[src/design/tksl_pkg.sv]
// Package for the top-k score list: field widths, operation and status codes,
// controller states and the entry and cell control structs.
// No dependencies.
package tksl_pkg;

  localparam int TAG_W   = 16;
  localparam int SCORE_W = 32;
  localparam int RANK_W  = 6;
  localparam int SUM_W   = 32;
  localparam int CNT_W   = 8;

  typedef enum logic {
    OP_INSERT = 1'b0,
    OP_FLUSH  = 1'b1
  } op_t;

  typedef enum logic [2:0] {
    ST_STORED  = 3'd0,
    ST_DUP     = 3'd1,
    ST_DROPPED = 3'd2,
    ST_COUNTED = 3'd3,
    ST_FLUSHED = 3'd4,
    ST_EMPTY   = 3'd5
  } status_t;

  typedef enum logic [1:0] {
    S_IDLE,
    S_APPLY,
    S_FLUSH
  } state_t;

  // One ranked list entry as held by a cell
  typedef struct packed {
    logic                      valid;
    logic [TAG_W-1:0]          tag;
    logic signed [SCORE_W-1:0] score;
  } entry_t;

  // Broadcast control from the controller to every cell
  typedef struct packed {
    logic                      cmp;        // latch compare flags against tag/score
    logic                      apply;      // perform insert or append
    logic                      append;     // no cell hit: first empty cell takes candidate
    logic                      shift_out;  // flush: move entries toward rank 0
    logic [TAG_W-1:0]          tag;
    logic signed [SCORE_W-1:0] score;
  } cell_ctrl_t;

endpackage

[src/design/tksl_cell.sv]
// One cell of the ranked list chain: holds an entry, latches its compare
// flags, and takes data from its left or right neighbor.
// Depends on tksl_pkg.
module tksl_cell (
  input  logic                clk,
  input  logic                rst,
  input  tksl_pkg::cell_ctrl_t ctrl,
  input  tksl_pkg::entry_t    left,
  input  tksl_pkg::entry_t    right,
  input  logic                hit_before_in,
  input  logic                ins_before_in,
  output logic                hit_before_out,
  output logic                ins_before_out,
  output tksl_pkg::entry_t    ent
);

  logic eq;
  logic gt;
  logic ins_here;
  logic take_cand;

  // Latch compare flags while the candidate sits on the ports
  always_ff @(posedge clk) begin
    if (ctrl.cmp) begin
      eq <= ent.valid && (ent.tag == ctrl.tag);
      gt <= ent.valid && ($signed(ctrl.score) > $signed(ent.score));
    end
  end

  // Scan chain: first hit decides; an equal tag there means duplicate
  always_comb begin
    ins_here       = gt && !eq && !hit_before_in;
    hit_before_out = hit_before_in || eq || gt;
    ins_before_out = ins_before_in || ins_here;
    take_cand      = ins_here || (ctrl.append && !ent.valid && left.valid);
  end

  // Shift out on flush, insert or shift right on apply, else hold
  always_ff @(posedge clk) begin
    if (rst) begin
      ent.valid <= 1'b0;
    end else if (ctrl.shift_out) begin
      ent <= right;
    end else if (ctrl.apply) begin
      if (take_cand) begin
        ent.valid <= 1'b1;
        ent.tag   <= ctrl.tag;
        ent.score <= ctrl.score;
      end else if (ins_before_in) begin
        ent <= left;
      end
    end
  end

endmodule

[src/design/top_k_score_list.sv]
// Top level of the top-k score list: controller, running totals, result
// register and a chain of LIST_DEPTH tksl_cell instances.
// Depends on tksl_pkg and tksl_cell.
//
//   port group     direction  transfer when          fields
//   command        in         start && !busy         operation, has_candidate, cand_tag,
//                                                    cand_score, is_spliced, add_count
//   result         out        strobe (one cycle)     status, out_tag, out_score, out_rank,
//                                                    unspliced_sum, spliced_sum, last
//
// An insert has an accept cycle, where every cell compares the candidate in
// parallel, and an apply cycle that resolves the scan along the cell chain and
// updates the list. Its result strobes in the following cycle, while the next
// command may already be accepted.
// A flush keeps busy high until its last entry has shifted out, one entry
// leaving cell 0 per cycle; an empty flush gives a single ST_EMPTY result.
// Reset (rst, synchronous) empties the list and clears both totals.
// Results cannot be stalled; each is presented for exactly one cycle.
module top_k_score_list #(
  parameter int LIST_DEPTH = 16
) (
  input  logic                                clk,
  input  logic                                rst,
  input  logic                                start,
  output logic                                busy,
  input  logic                                operation,
  input  logic                                has_candidate,
  input  logic [tksl_pkg::TAG_W-1:0]          cand_tag,
  input  logic signed [tksl_pkg::SCORE_W-1:0] cand_score,
  input  logic                                is_spliced,
  input  logic [tksl_pkg::CNT_W-1:0]          add_count,
  output logic                                strobe,
  output logic [2:0]                          status,
  output logic [tksl_pkg::TAG_W-1:0]          out_tag,
  output logic signed [tksl_pkg::SCORE_W-1:0] out_score,
  output logic [tksl_pkg::RANK_W-1:0]         out_rank,
  output logic [tksl_pkg::SUM_W-1:0]          unspliced_sum,
  output logic [tksl_pkg::SUM_W-1:0]          spliced_sum,
  output logic                                last
);

  tksl_pkg::state_t   state;
  tksl_pkg::state_t   state_next;
  tksl_pkg::cell_ctrl_t ctrl;

  tksl_pkg::entry_t   ent      [LIST_DEPTH];
  tksl_pkg::entry_t   left_ent [LIST_DEPTH];
  tksl_pkg::entry_t   right_ent[LIST_DEPTH];
  logic [LIST_DEPTH:0] hit_chain;
  logic [LIST_DEPTH:0] ins_chain;
  logic [LIST_DEPTH-1:0] valid_vec;

  logic                                accept;
  logic                                cand_has;
  logic [tksl_pkg::TAG_W-1:0]          cand_tag_q;
  logic signed [tksl_pkg::SCORE_W-1:0] cand_score_q;
  logic [tksl_pkg::SUM_W-1:0]          unspliced_total;
  logic [tksl_pkg::SUM_W-1:0]          spliced_total;
  logic [tksl_pkg::SUM_W:0]            sum_wide;
  logic [tksl_pkg::SUM_W-1:0]          sum_sat;
  logic [tksl_pkg::RANK_W-1:0]         rank;
  logic                                list_full;
  logic                                flush_last;
  tksl_pkg::status_t                   apply_status;

  assign accept     = start && !busy;
  assign list_full  = ent[LIST_DEPTH-1].valid;
  assign flush_last = !right_ent[0].valid;

  // Build the cell chain
  assign hit_chain[0] = 1'b0;
  assign ins_chain[0] = 1'b0;

  for (genvar i = 0; i < LIST_DEPTH; i++) begin : g_cell
    if (i == 0) begin : g_head
      assign left_ent[i] = '{valid: 1'b1, tag: '0, score: '0};
    end else begin : g_body
      assign left_ent[i] = ent[i-1];
    end
    if (i == LIST_DEPTH - 1) begin : g_tail
      assign right_ent[i] = '0;
    end else begin : g_inner
      assign right_ent[i] = ent[i+1];
    end
    assign valid_vec[i] = ent[i].valid;

    tksl_cell u_cell (
      .clk            (clk),
      .rst            (rst),
      .ctrl           (ctrl),
      .left           (left_ent[i]),
      .right          (right_ent[i]),
      .hit_before_in  (hit_chain[i]),
      .ins_before_in  (ins_chain[i]),
      .hit_before_out (hit_chain[i+1]),
      .ins_before_out (ins_chain[i+1]),
      .ent            (ent[i])
    );
  end

  // Drive cell control; compare straight off the ports at accept
  always_comb begin
    ctrl.cmp       = accept && (operation == tksl_pkg::OP_INSERT);
    ctrl.apply     = (state == tksl_pkg::S_APPLY) && cand_has;
    ctrl.append    = !hit_chain[LIST_DEPTH];
    ctrl.shift_out = (state == tksl_pkg::S_FLUSH);
    ctrl.tag       = (state == tksl_pkg::S_IDLE) ? cand_tag : cand_tag_q;
    ctrl.score     = (state == tksl_pkg::S_IDLE) ? cand_score : cand_score_q;
  end

  // Resolve insert outcome from the end of the scan chain
  always_comb begin
    if (!cand_has) begin
      apply_status = tksl_pkg::ST_COUNTED;
    end else if (ins_chain[LIST_DEPTH]) begin
      apply_status = tksl_pkg::ST_STORED;
    end else if (hit_chain[LIST_DEPTH]) begin
      apply_status = tksl_pkg::ST_DUP;
    end else if (list_full) begin
      apply_status = tksl_pkg::ST_DROPPED;
    end else begin
      apply_status = tksl_pkg::ST_STORED;
    end
  end

  // Next state and busy
  always_comb begin
    state_next = state;
    busy       = 1'b1;
    case (state)
      tksl_pkg::S_IDLE: begin
        busy = 1'b0;
        if (accept) begin
          if (operation == tksl_pkg::OP_INSERT) begin
            state_next = tksl_pkg::S_APPLY;
          end else if (ent[0].valid) begin
            state_next = tksl_pkg::S_FLUSH;
          end
        end
      end
      tksl_pkg::S_APPLY: begin
        state_next = tksl_pkg::S_IDLE;
      end
      tksl_pkg::S_FLUSH: begin
        if (flush_last) begin
          state_next = tksl_pkg::S_IDLE;
        end
      end
      default: begin
        state_next = tksl_pkg::S_IDLE;
      end
    endcase
  end

  always_ff @(posedge clk) begin
    if (rst) begin
      state <= tksl_pkg::S_IDLE;
    end else begin
      state <= state_next;
    end
  end

  // Saturating add of the count to the selected total
  always_comb begin
    if (has_candidate && is_spliced) begin
      sum_wide = {1'b0, spliced_total} + {{(tksl_pkg::SUM_W + 1 - tksl_pkg::CNT_W){1'b0}}, add_count};
    end else begin
      sum_wide = {1'b0, unspliced_total} + {{(tksl_pkg::SUM_W + 1 - tksl_pkg::CNT_W){1'b0}}, add_count};
    end
    sum_sat = sum_wide[tksl_pkg::SUM_W] ? '1 : sum_wide[tksl_pkg::SUM_W-1:0];
  end

  // Update totals on insert accept, clear them after the last flushed entry
  always_ff @(posedge clk) begin
    if (rst) begin
      unspliced_total <= '0;
      spliced_total   <= '0;
    end else if (accept && (operation == tksl_pkg::OP_INSERT)) begin
      if (has_candidate && is_spliced) begin
        spliced_total <= sum_sat;
      end else begin
        unspliced_total <= sum_sat;
      end
    end else if ((state == tksl_pkg::S_FLUSH) && flush_last) begin
      unspliced_total <= '0;
      spliced_total   <= '0;
    end
  end

  // Hold the candidate for the apply cycle
  always_ff @(posedge clk) begin
    if (accept) begin
      cand_has     <= has_candidate;
      cand_tag_q   <= cand_tag;
      cand_score_q <= cand_score;
    end
  end

  // Advance the flush rank
  always_ff @(posedge clk) begin
    if (accept) begin
      rank <= '0;
    end else if (state == tksl_pkg::S_FLUSH) begin
      rank <= rank + 1'b1;
    end
  end

  // Result register
  always_ff @(posedge clk) begin
    if (rst) begin
      strobe <= 1'b0;
    end else begin
      strobe <= 1'b0;
      if (accept && (operation == tksl_pkg::OP_FLUSH) && !ent[0].valid) begin
        strobe        <= 1'b1;
        status        <= tksl_pkg::ST_EMPTY;
        out_tag       <= '0;
        out_score     <= '0;
        out_rank      <= '0;
        unspliced_sum <= unspliced_total;
        spliced_sum   <= spliced_total;
        last          <= 1'b1;
      end else if (state == tksl_pkg::S_APPLY) begin
        strobe        <= 1'b1;
        status        <= apply_status;
        out_tag       <= '0;
        out_score     <= '0;
        out_rank      <= '0;
        unspliced_sum <= unspliced_total;
        spliced_sum   <= spliced_total;
        last          <= 1'b1;
      end else if (state == tksl_pkg::S_FLUSH) begin
        strobe        <= 1'b1;
        status        <= tksl_pkg::ST_FLUSHED;
        out_tag       <= ent[0].tag;
        out_score     <= ent[0].score;
        out_rank      <= rank;
        unspliced_sum <= unspliced_total;
        spliced_sum   <= spliced_total;
        last          <= flush_last;
      end
    end
  end

  // Occupied cells always form a contiguous run from rank 0
  a_valid_run: assert property (@(posedge clk) disable iff (rst)
    (valid_vec & (valid_vec + 1'b1)) == '0)
    else $error("list entries not contiguous from rank 0");

  // Final flushed entry leaves an empty list and cleared totals
  a_flush_clears: assert property (@(posedge clk) disable iff (rst)
    (state == tksl_pkg::S_FLUSH) && flush_last |=>
      (valid_vec == '0) && (unspliced_total == '0) && (spliced_total == '0))
    else $error("flush did not clear list and totals");

  // Only flushed entries may be followed by more results of the same command
  a_not_last: assert property (@(posedge clk) disable iff (rst)
    strobe && !last |-> (status == tksl_pkg::ST_FLUSHED))
    else $error("non-final result outside a flush");

  // Every apply cycle yields exactly one result in the next cycle
  a_apply_result: assert property (@(posedge clk) disable iff (rst)
    (state == tksl_pkg::S_APPLY) |=> strobe && last)
    else $error("apply cycle produced no result");

endmodule
[config.mk]
export PLATFORM = sky130hd
export DESIGN_NAME = top_k_score_list
export DESIGN_NICKNAME = d
export VERILOG_FILES = /design/src/design/tksl_pkg.sv /design/src/design/tksl_cell.sv /design/src/design/top_k_score_list.sv
export SDC_FILE = /design/constraint.sdc
export NUM_CORES = 2
export LEC_CHECK = 0
export BUFFER_PORTS_ARGS = -buffer_cell sky130_fd_sc_hd__buf_2
export CAP_MARGIN = 20
export CORE_MARGIN = 3
export CORE_UTILIZATION = 25
export DETAILED_ROUTE_END_ITERATION = 10
export SYNTH_ARGS = -nofsm -noshare
export SYNTH_HDL_FRONTEND = slang
export SYNTH_SLANG_ARGS = --single-unit
[constraint.sdc]
create_clock -name clk -period 11.7 [get_ports clk]
set_input_delay 1.755 -clock clk [delete_from_list [all_inputs] [get_ports clk]]
set_output_delay 1.755 -clock clk [all_outputs]
set_load 0.02 [all_outputs]
# --- Word level (Yosys, flattened, before mapping) ---
# Cells that the tools add are included.
word_totals:
  reg_bits: 1060
  input_bits: 62
  output_inout_bits: 124
  word_cells: 505
classes:
  add_sub_neg: 3
  magnitude_cmp: 16
  n_eq_ne: 23
  n_mux: 96
  bitwise_logic: 2
  n_reduce_logical: 270
op_table:
  columns: ["op", "n"]
  rows:
  - ["49-bit 2-to-1 mux", 61]
  - ["32-bit > comparator", 16]
  - ["32-bit 2-to-1 mux", 14]
  - ["16-bit == test", 16]
  - ["1-bit logical AND", 101]
  - ["32-bit by 8-bit adder with 33-bit output", 2]
  - ["1-bit logical OR", 62]
  - ["3-bit AND reduction", 17]
  - ["1-bit zero test", 48]
  - ["48-bit 2-to-1 mux", 1]
  - ["3-bit nonzero test", 16]
  - ["2-bit AND reduction", 19]
  - ["33-bit 2-to-1 mux", 1]
  - ["16-bit 2-to-1 mux", 2]
  - ["2-bit 2-to-1 mux", 8]
  - ["2-bit nonzero test", 4]
  - ["6-bit by 1-bit adder with 6-bit output, second input constant", 1]
  - ["3-bit 2-to-1 mux", 2]
  - ["6-bit 2-to-1 mux", 1]
  - ["2-bit inequality test, second input constant", 3]
  - ["1-bit 2-to-1 mux", 5]
  - ["2-bit one-hot mux with 2 select lines", 1]
  - ["2-bit OR reduction", 2]
  - ["3-bit by 2-bit inequality test with 1-bit output, second input constant", 1]
  - ["5 further kinds", 6]

# --- Logic depth before layout (Yosys ltp) ---
depth:
  word_depth: 38
  mapped_depth: 17
  depth_no_buf: 12

# --- Hierarchy ---
# Synthesis repeated with hierarchy kept, for this count alone.
hier_totals:
  hier_cells: 6638
  area_unflattened_um2: 68204.2
modules_own_cells:
  columns: ["mod", "n_inst", "cells_each", "area_per_inst_um2", "seq_area_each_um2"]
  rows:
  - ["tksl_cell at g_cell[0].u_cell ...", 14, 361, 3617.2, 1521.5]
  - ["top_k_score_list", 1, 858, 10413.7, 6596.3]
  - ["tksl_cell at g_cell[8].u_cell ...", 2, 363, 3574.7, 1521.5]

# --- Worst setup path before layout ---
# OpenSTA, ideal clock, no wires.
synth_timing:
  path_kind: "input to register"
  startpoint: "input port start"
  endpoint: "register last (enable)"
  setup_time_ps: 643
  arrival_ps: 10151
  required_time_ps: 11057
  path_slack_ps: 906
  path_stages: 7
  n_path_buf: 2
  path_cell_list: "and2_1 > clkbuf_1 > nand2_1 > nor2_1 > nor2_1 > clkbuf_1 > a21oi_1"
synth_via:
  elab_chain_len: 5
synth_rtl:
  columns: ["item", "line_no", "source"]
  rows:
  - ["from (decl)", "top_k_score_list.sv:24", "input logic start,"]
  - ["1-bit logical AND", "top_k_score_list.sv:66", "assign accept = start && !busy;"]
  - ["via accept", "top_k_score_list.sv:53", "logic accept;"]
  - ["1-bit logical AND (2 in series)", "top_k_score_list.sv:214", "if (accept && (operation == tksl_pkg::OP_FLUSH) && !ent[0].valid) begin"]
  - ["3-bit nonzero test (no source line)", null, null]
  - ["2-bit AND reduction (no source line)", null, null]
  - ["to (signal assigned)", "top_k_score_list.sv:240", "last <= flush_last;"]
  - ["to (decl)", "top_k_score_list.sv:39", "output logic last"]
# The timed path passes the listed nets, and every way through them passes these cells.
# A chain may end at the register's enable or synchronous reset.

# --- Worst setup path in the final report ---
layout_timing:
  startpoint: "register state[0]"
  endpoint: "register spliced_sum[21] (netlist bit) (enable)"
layout_via:
  elab_chain_len: 6
  elab_cells_between_ends: 8
  cone_classes: "eq/ne: 2; reduce/logical: 6"
layout_rtl:
  columns: ["item", "line_no", "source"]
  rows:
  - ["from (decl)", "top_k_score_list.sv:42", "tksl_pkg::state_t state;"]
  - ["from (signal assigned)", "top_k_score_list.sv:157", "state <= tksl_pkg::S_IDLE;"]
  - ["from (signal assigned)", "top_k_score_list.sv:159", "state <= state_next;"]
  - ["2-bit zero test", "top_k_score_list.sv:130", "case (state)"]
  - ["1-bit logical AND", "top_k_score_list.sv:66", null]
  - ["1-bit logical AND (2 in series)", "top_k_score_list.sv:214", null]
  - ["3-bit nonzero test (no source line) (*)", null, null]
  - ["2-bit AND reduction (no source line) (*)", null, null]
  - ["to (signal assigned)", "top_k_score_list.sv:221", "spliced_sum <= spliced_total;"]
  - ["to (signal assigned)", "top_k_score_list.sv:230", "spliced_sum <= spliced_total;"]
  - ["to (signal assigned)", "top_k_score_list.sv:239", "spliced_sum <= spliced_total;"]
  - ["to (decl)", "top_k_score_list.sv:38", "output logic [tksl_pkg::SUM_W-1:0] spliced_sum,"]
# Every way passes the cells marked *; elsewhere a longest branch is shown, timed or not.

==> summary.md <==
| Metric | Value |
|---|---|
| Area contributors post-synth | `edfxtp_1, o21ai_0, ha_1, nand2_1, inv_1` |
| Syn Std Cell Area | `66300 µm²` |
| Crit-path slowest cell | `buf_4` |
| Setup TNS | `0 ps` |
| Yosys warns | `0` |
| # rows | `around 190` |
| Synth Flop Type | `edfxtp_1` |
| Required time of the critical path | `12060 ps` |
| Final Hold Viols | `0` |
| Run status | `finished clean` |
| I/O pins | `186` |
| RSZ-0062 raised after global routing | `false` |
| ANT nets after route | `0` |
| Leading area contributor after synthesis | `edfxtp_1` |
| Crit Path Class | `reg2reg` |
| Filler cells | `27554` |
| Seq pwr share | `0.456` |
| Port Buffers | `185` |
| DRC errors left | `0` |
| Sw Ratio | `0.285` |
| Worst-Skew Late Latency | `750 ps` |
| VDD IR max | `~0.00011 V` |
| Minimum clock period after layout | `5660 ps` |
| # Max-Cap Violations | `0` |
| Post-Route Skew | `about 31 ps` |
| Crit path capture type | `register` |
| Top cells by count, synth | `nand2_1, o21ai_0, edfxtp_1, inv_1, ha_1` |
| Final HPWL DP | `151000 µm` |
| Synth cell types | `79` |
| CTS tree | `yes` |
| Int Power | `0.00679 W` |
| Area Growth Syn to Fin | `13.3%` |
| DR iter-0 viols | `5349` |
| R2R depth | `11` |
| Psw | `0.00271 W` |
| Reg2reg end | `spliced_sum[21]` |
| Static Leakage | `26.9 nW` |
| Synth Register Bits | `around 1100` |
| Initial Util | `0.252` |
| H-tree levels | `3` |
| Gp weighted congestion | `0.929` |
| Final Setup Violations | `0` |
| Largest net degree at the start of global routing | `223` |
| Clock root buffer | `clkbuf_16` |
| Hold Path Origin | `spliced_total[1]` |
| Comb pwr share | `0.157` |
| Clk buf depth | `3` |
| Total Wirelength | `213000 µm` |
| Multi-input gate area | `32000 µm²` |
| Die width | `~520 µm` |
| Min Hold Slack | `473 ps` |
| Clock power frac | `0.387` |
| Drt wl/cell | `19.5 µm` |
| Fin nets | `7899` |
| DR pass1 iterations | `6` |
| Register area | `just over 30000 µm²` |
| Most frequent cell after synthesis | `nand2_1` |
| # hold bufs at CTS | `0` |
| Worst EP arrival | `6020 ps` |
| Worst-Margin Slew | `~1200 ps` |
| WHS Endpoint | `spliced_sum[1]` |
| First-pass GRT wire length | `about 320000 µm` |
| EDFF count, synth | `a little under 1000` |
| Die area | `271000 µm²` |
| Max FO, Critical Path | `68` |
| Hold depth | `0` |
| Power Dens Cells | `about 130 nW/µm²` |
| Die height | `521 µm` |
| Ys async rst share | `0` |
| CP Launch Type | `register` |
| All-Layer GR Usage | `0.151` |
| R2R Setup Slk | `6040 ps` |
| Critical path cell sequence | `inv_1 -> ha_4 -> buf_4 -> and2_4 -> nand2_1 -> nor2_4 -> buf_4 -> nor2_2 -> a21oi_4 -> buf_4 -> buf_4` |
| Mean Syn Cell Area | `9.04 µm²` |
| Total power draw | `around 0.0095 W` |
| Most common cell on crit path | `buf_4` |
| Postcts setup bufs | `0` |
| Clk sinks | `1060` |
| Post-Synthesis Cells | `7335` |
| Final period util | `0.484` |
| Antenna violations before repair | `9` |
| Synthesized net count | `a little under 8000` |
| Vias in the first global route | `52832` |
| Post-cts sizing count | `0` |
| Via count | `54571` |
| Core area | `263000 µm²` |
| Share of cells above drive strength 1 | `0.0809` |
| Reg clk slew, reported paths | `70 ps` |
| Sequential area share after synthesis | `0.467` |
| HP Class | `reg2reg` |
| Critical R2R Launch | `state[0]` |
| CTS Buf Count | `110` |
| Vias per cell | `4.99` |
| Post-synth top area share | `0.440` |
| Slew Limit Fails | `0` |
| Max-Slew Margin vs Limit | `0.219` |
| Crit-path max cell delay | `between 700 and 800 ps` |
| Grt ovf | `0` |
| Max Freq | `0.177 GHz` |
cells by family after synthesis:
| group | share of synthesized area |
|---|---|
| flops | 0.467 |
| compound gates | 0.174 |
| buf+inv | 0.0606 |
| fa+ha+maj | 0.0994 |
| simple gates | 0.146 |
| xor+xnor | 0.0363 |
| mux | 0.0172 |
layer usage:
layer  part of all wire  vias to the layer above  GRT usage
met3              0.074                      323     0.0239
met2               0.45                     2008      0.238
met5            0.00017                        -          0
met1               0.46                    26358      0.215
li1                   -                    25876          -
met4              0.023                        6     0.0340
worst max-delay path, delay by kind of cell, from the launching register on:
family          cells  cell delay [ps]
compound gates      1              300
fa+ha+maj           1              660
buf+inv             5             2680
flops               1              340
simple gates        4             1090
power by group through the flow:
stage	clock [W]	combinational [W]	sequential (W)
2_1_floorplan	0	0.000912	0.00442
3_3_place_gp	0	0.00143	0.00441
3_5_place_dp	0	0.00146	0.00441
4_1_cts	0.00374	0.00147	0.00433
5_1_grt	0.00388	0.00164	0.00434
6_report	0.00368	0.00149	0.00433
cell usage in the layout, fill, tap and decap left out, types with 24 or more instances in the layout:
cell type,instances
buf_2,185
nor2b_1,33
xor2_1,89
clkinv_2,24
buf_4,122
clkbuf_16,113
o21ai_1,133
nor4_1,58
o21a_1,24
a21oi_1,214
edfxtp_1,971
ha_1,522
a21o_1,92
dfxtp_1,89
nand4_1,133
a211oi_1,77
nand2_1,1521
inv_1,566
mux2i_2,27
mux2i_1,64
xnor2_1,186
and2_1,32
o21ai_0,1345
nor2_1,222
nand3_1,61
nor3_1,106
worst max-delay path by stage:
stage | from | endpoint | cells past startpoint
2_1_floorplan | start | last | 7
5_1_grt | state[0] | unspliced_sum[23] | 11
3_3_place_gp | cand_score[20] | g_cell[12].u_cell.gt | 12
3_5_place_dp | state[0] | unspliced_sum[14] | 11
4_1_cts | state[0] | unspliced_sum[31] | 11
6_report | state[0] | spliced_sum[21] | 11
flip-flops by register name, summed over array words and instances (netlist names):
name,count
g_cell.u_cell.gt,16
unspliced_sum,32
state,2
out_rank,6
strobe,1
spliced_sum,32
cand_score_q,32
g_cell.u_cell.eq,16
cand_tag_q,16
g_cell.u_cell.ent,784
unspliced_total,32
cand_has,1
spliced_total,32
last,1
out_tag,16
rank,6
out_score,32
status,3
through the flow:
step | instances | worst slack [ps] | instance area (µm²) | utilization
CTS | 10917 | 5830 | 75000 | 0.285
global placement | 10710 | 5910 | 71400 | 0.271
detailed placement | 10710 | 5840 | 71400 | 0.271
finish | 10926 | 6040 | 75100 | 0.285
global route | 10921 | 5580 | 75100 | 0.285
floorplan | 7335 | 906 | 66300 | -
layout make-up:
type	instances	share of cell area
antenna	5	0.000167
clock inverter	57	0.00668
tap	3515	0.0585
clock buffer	150	0.0419
inverter	569	0.0284
timing repair buffer	314	0.0264
multi-input combinational	5256	0.426
sequential	1060	0.412
Power figures use the tool's default switching activity.
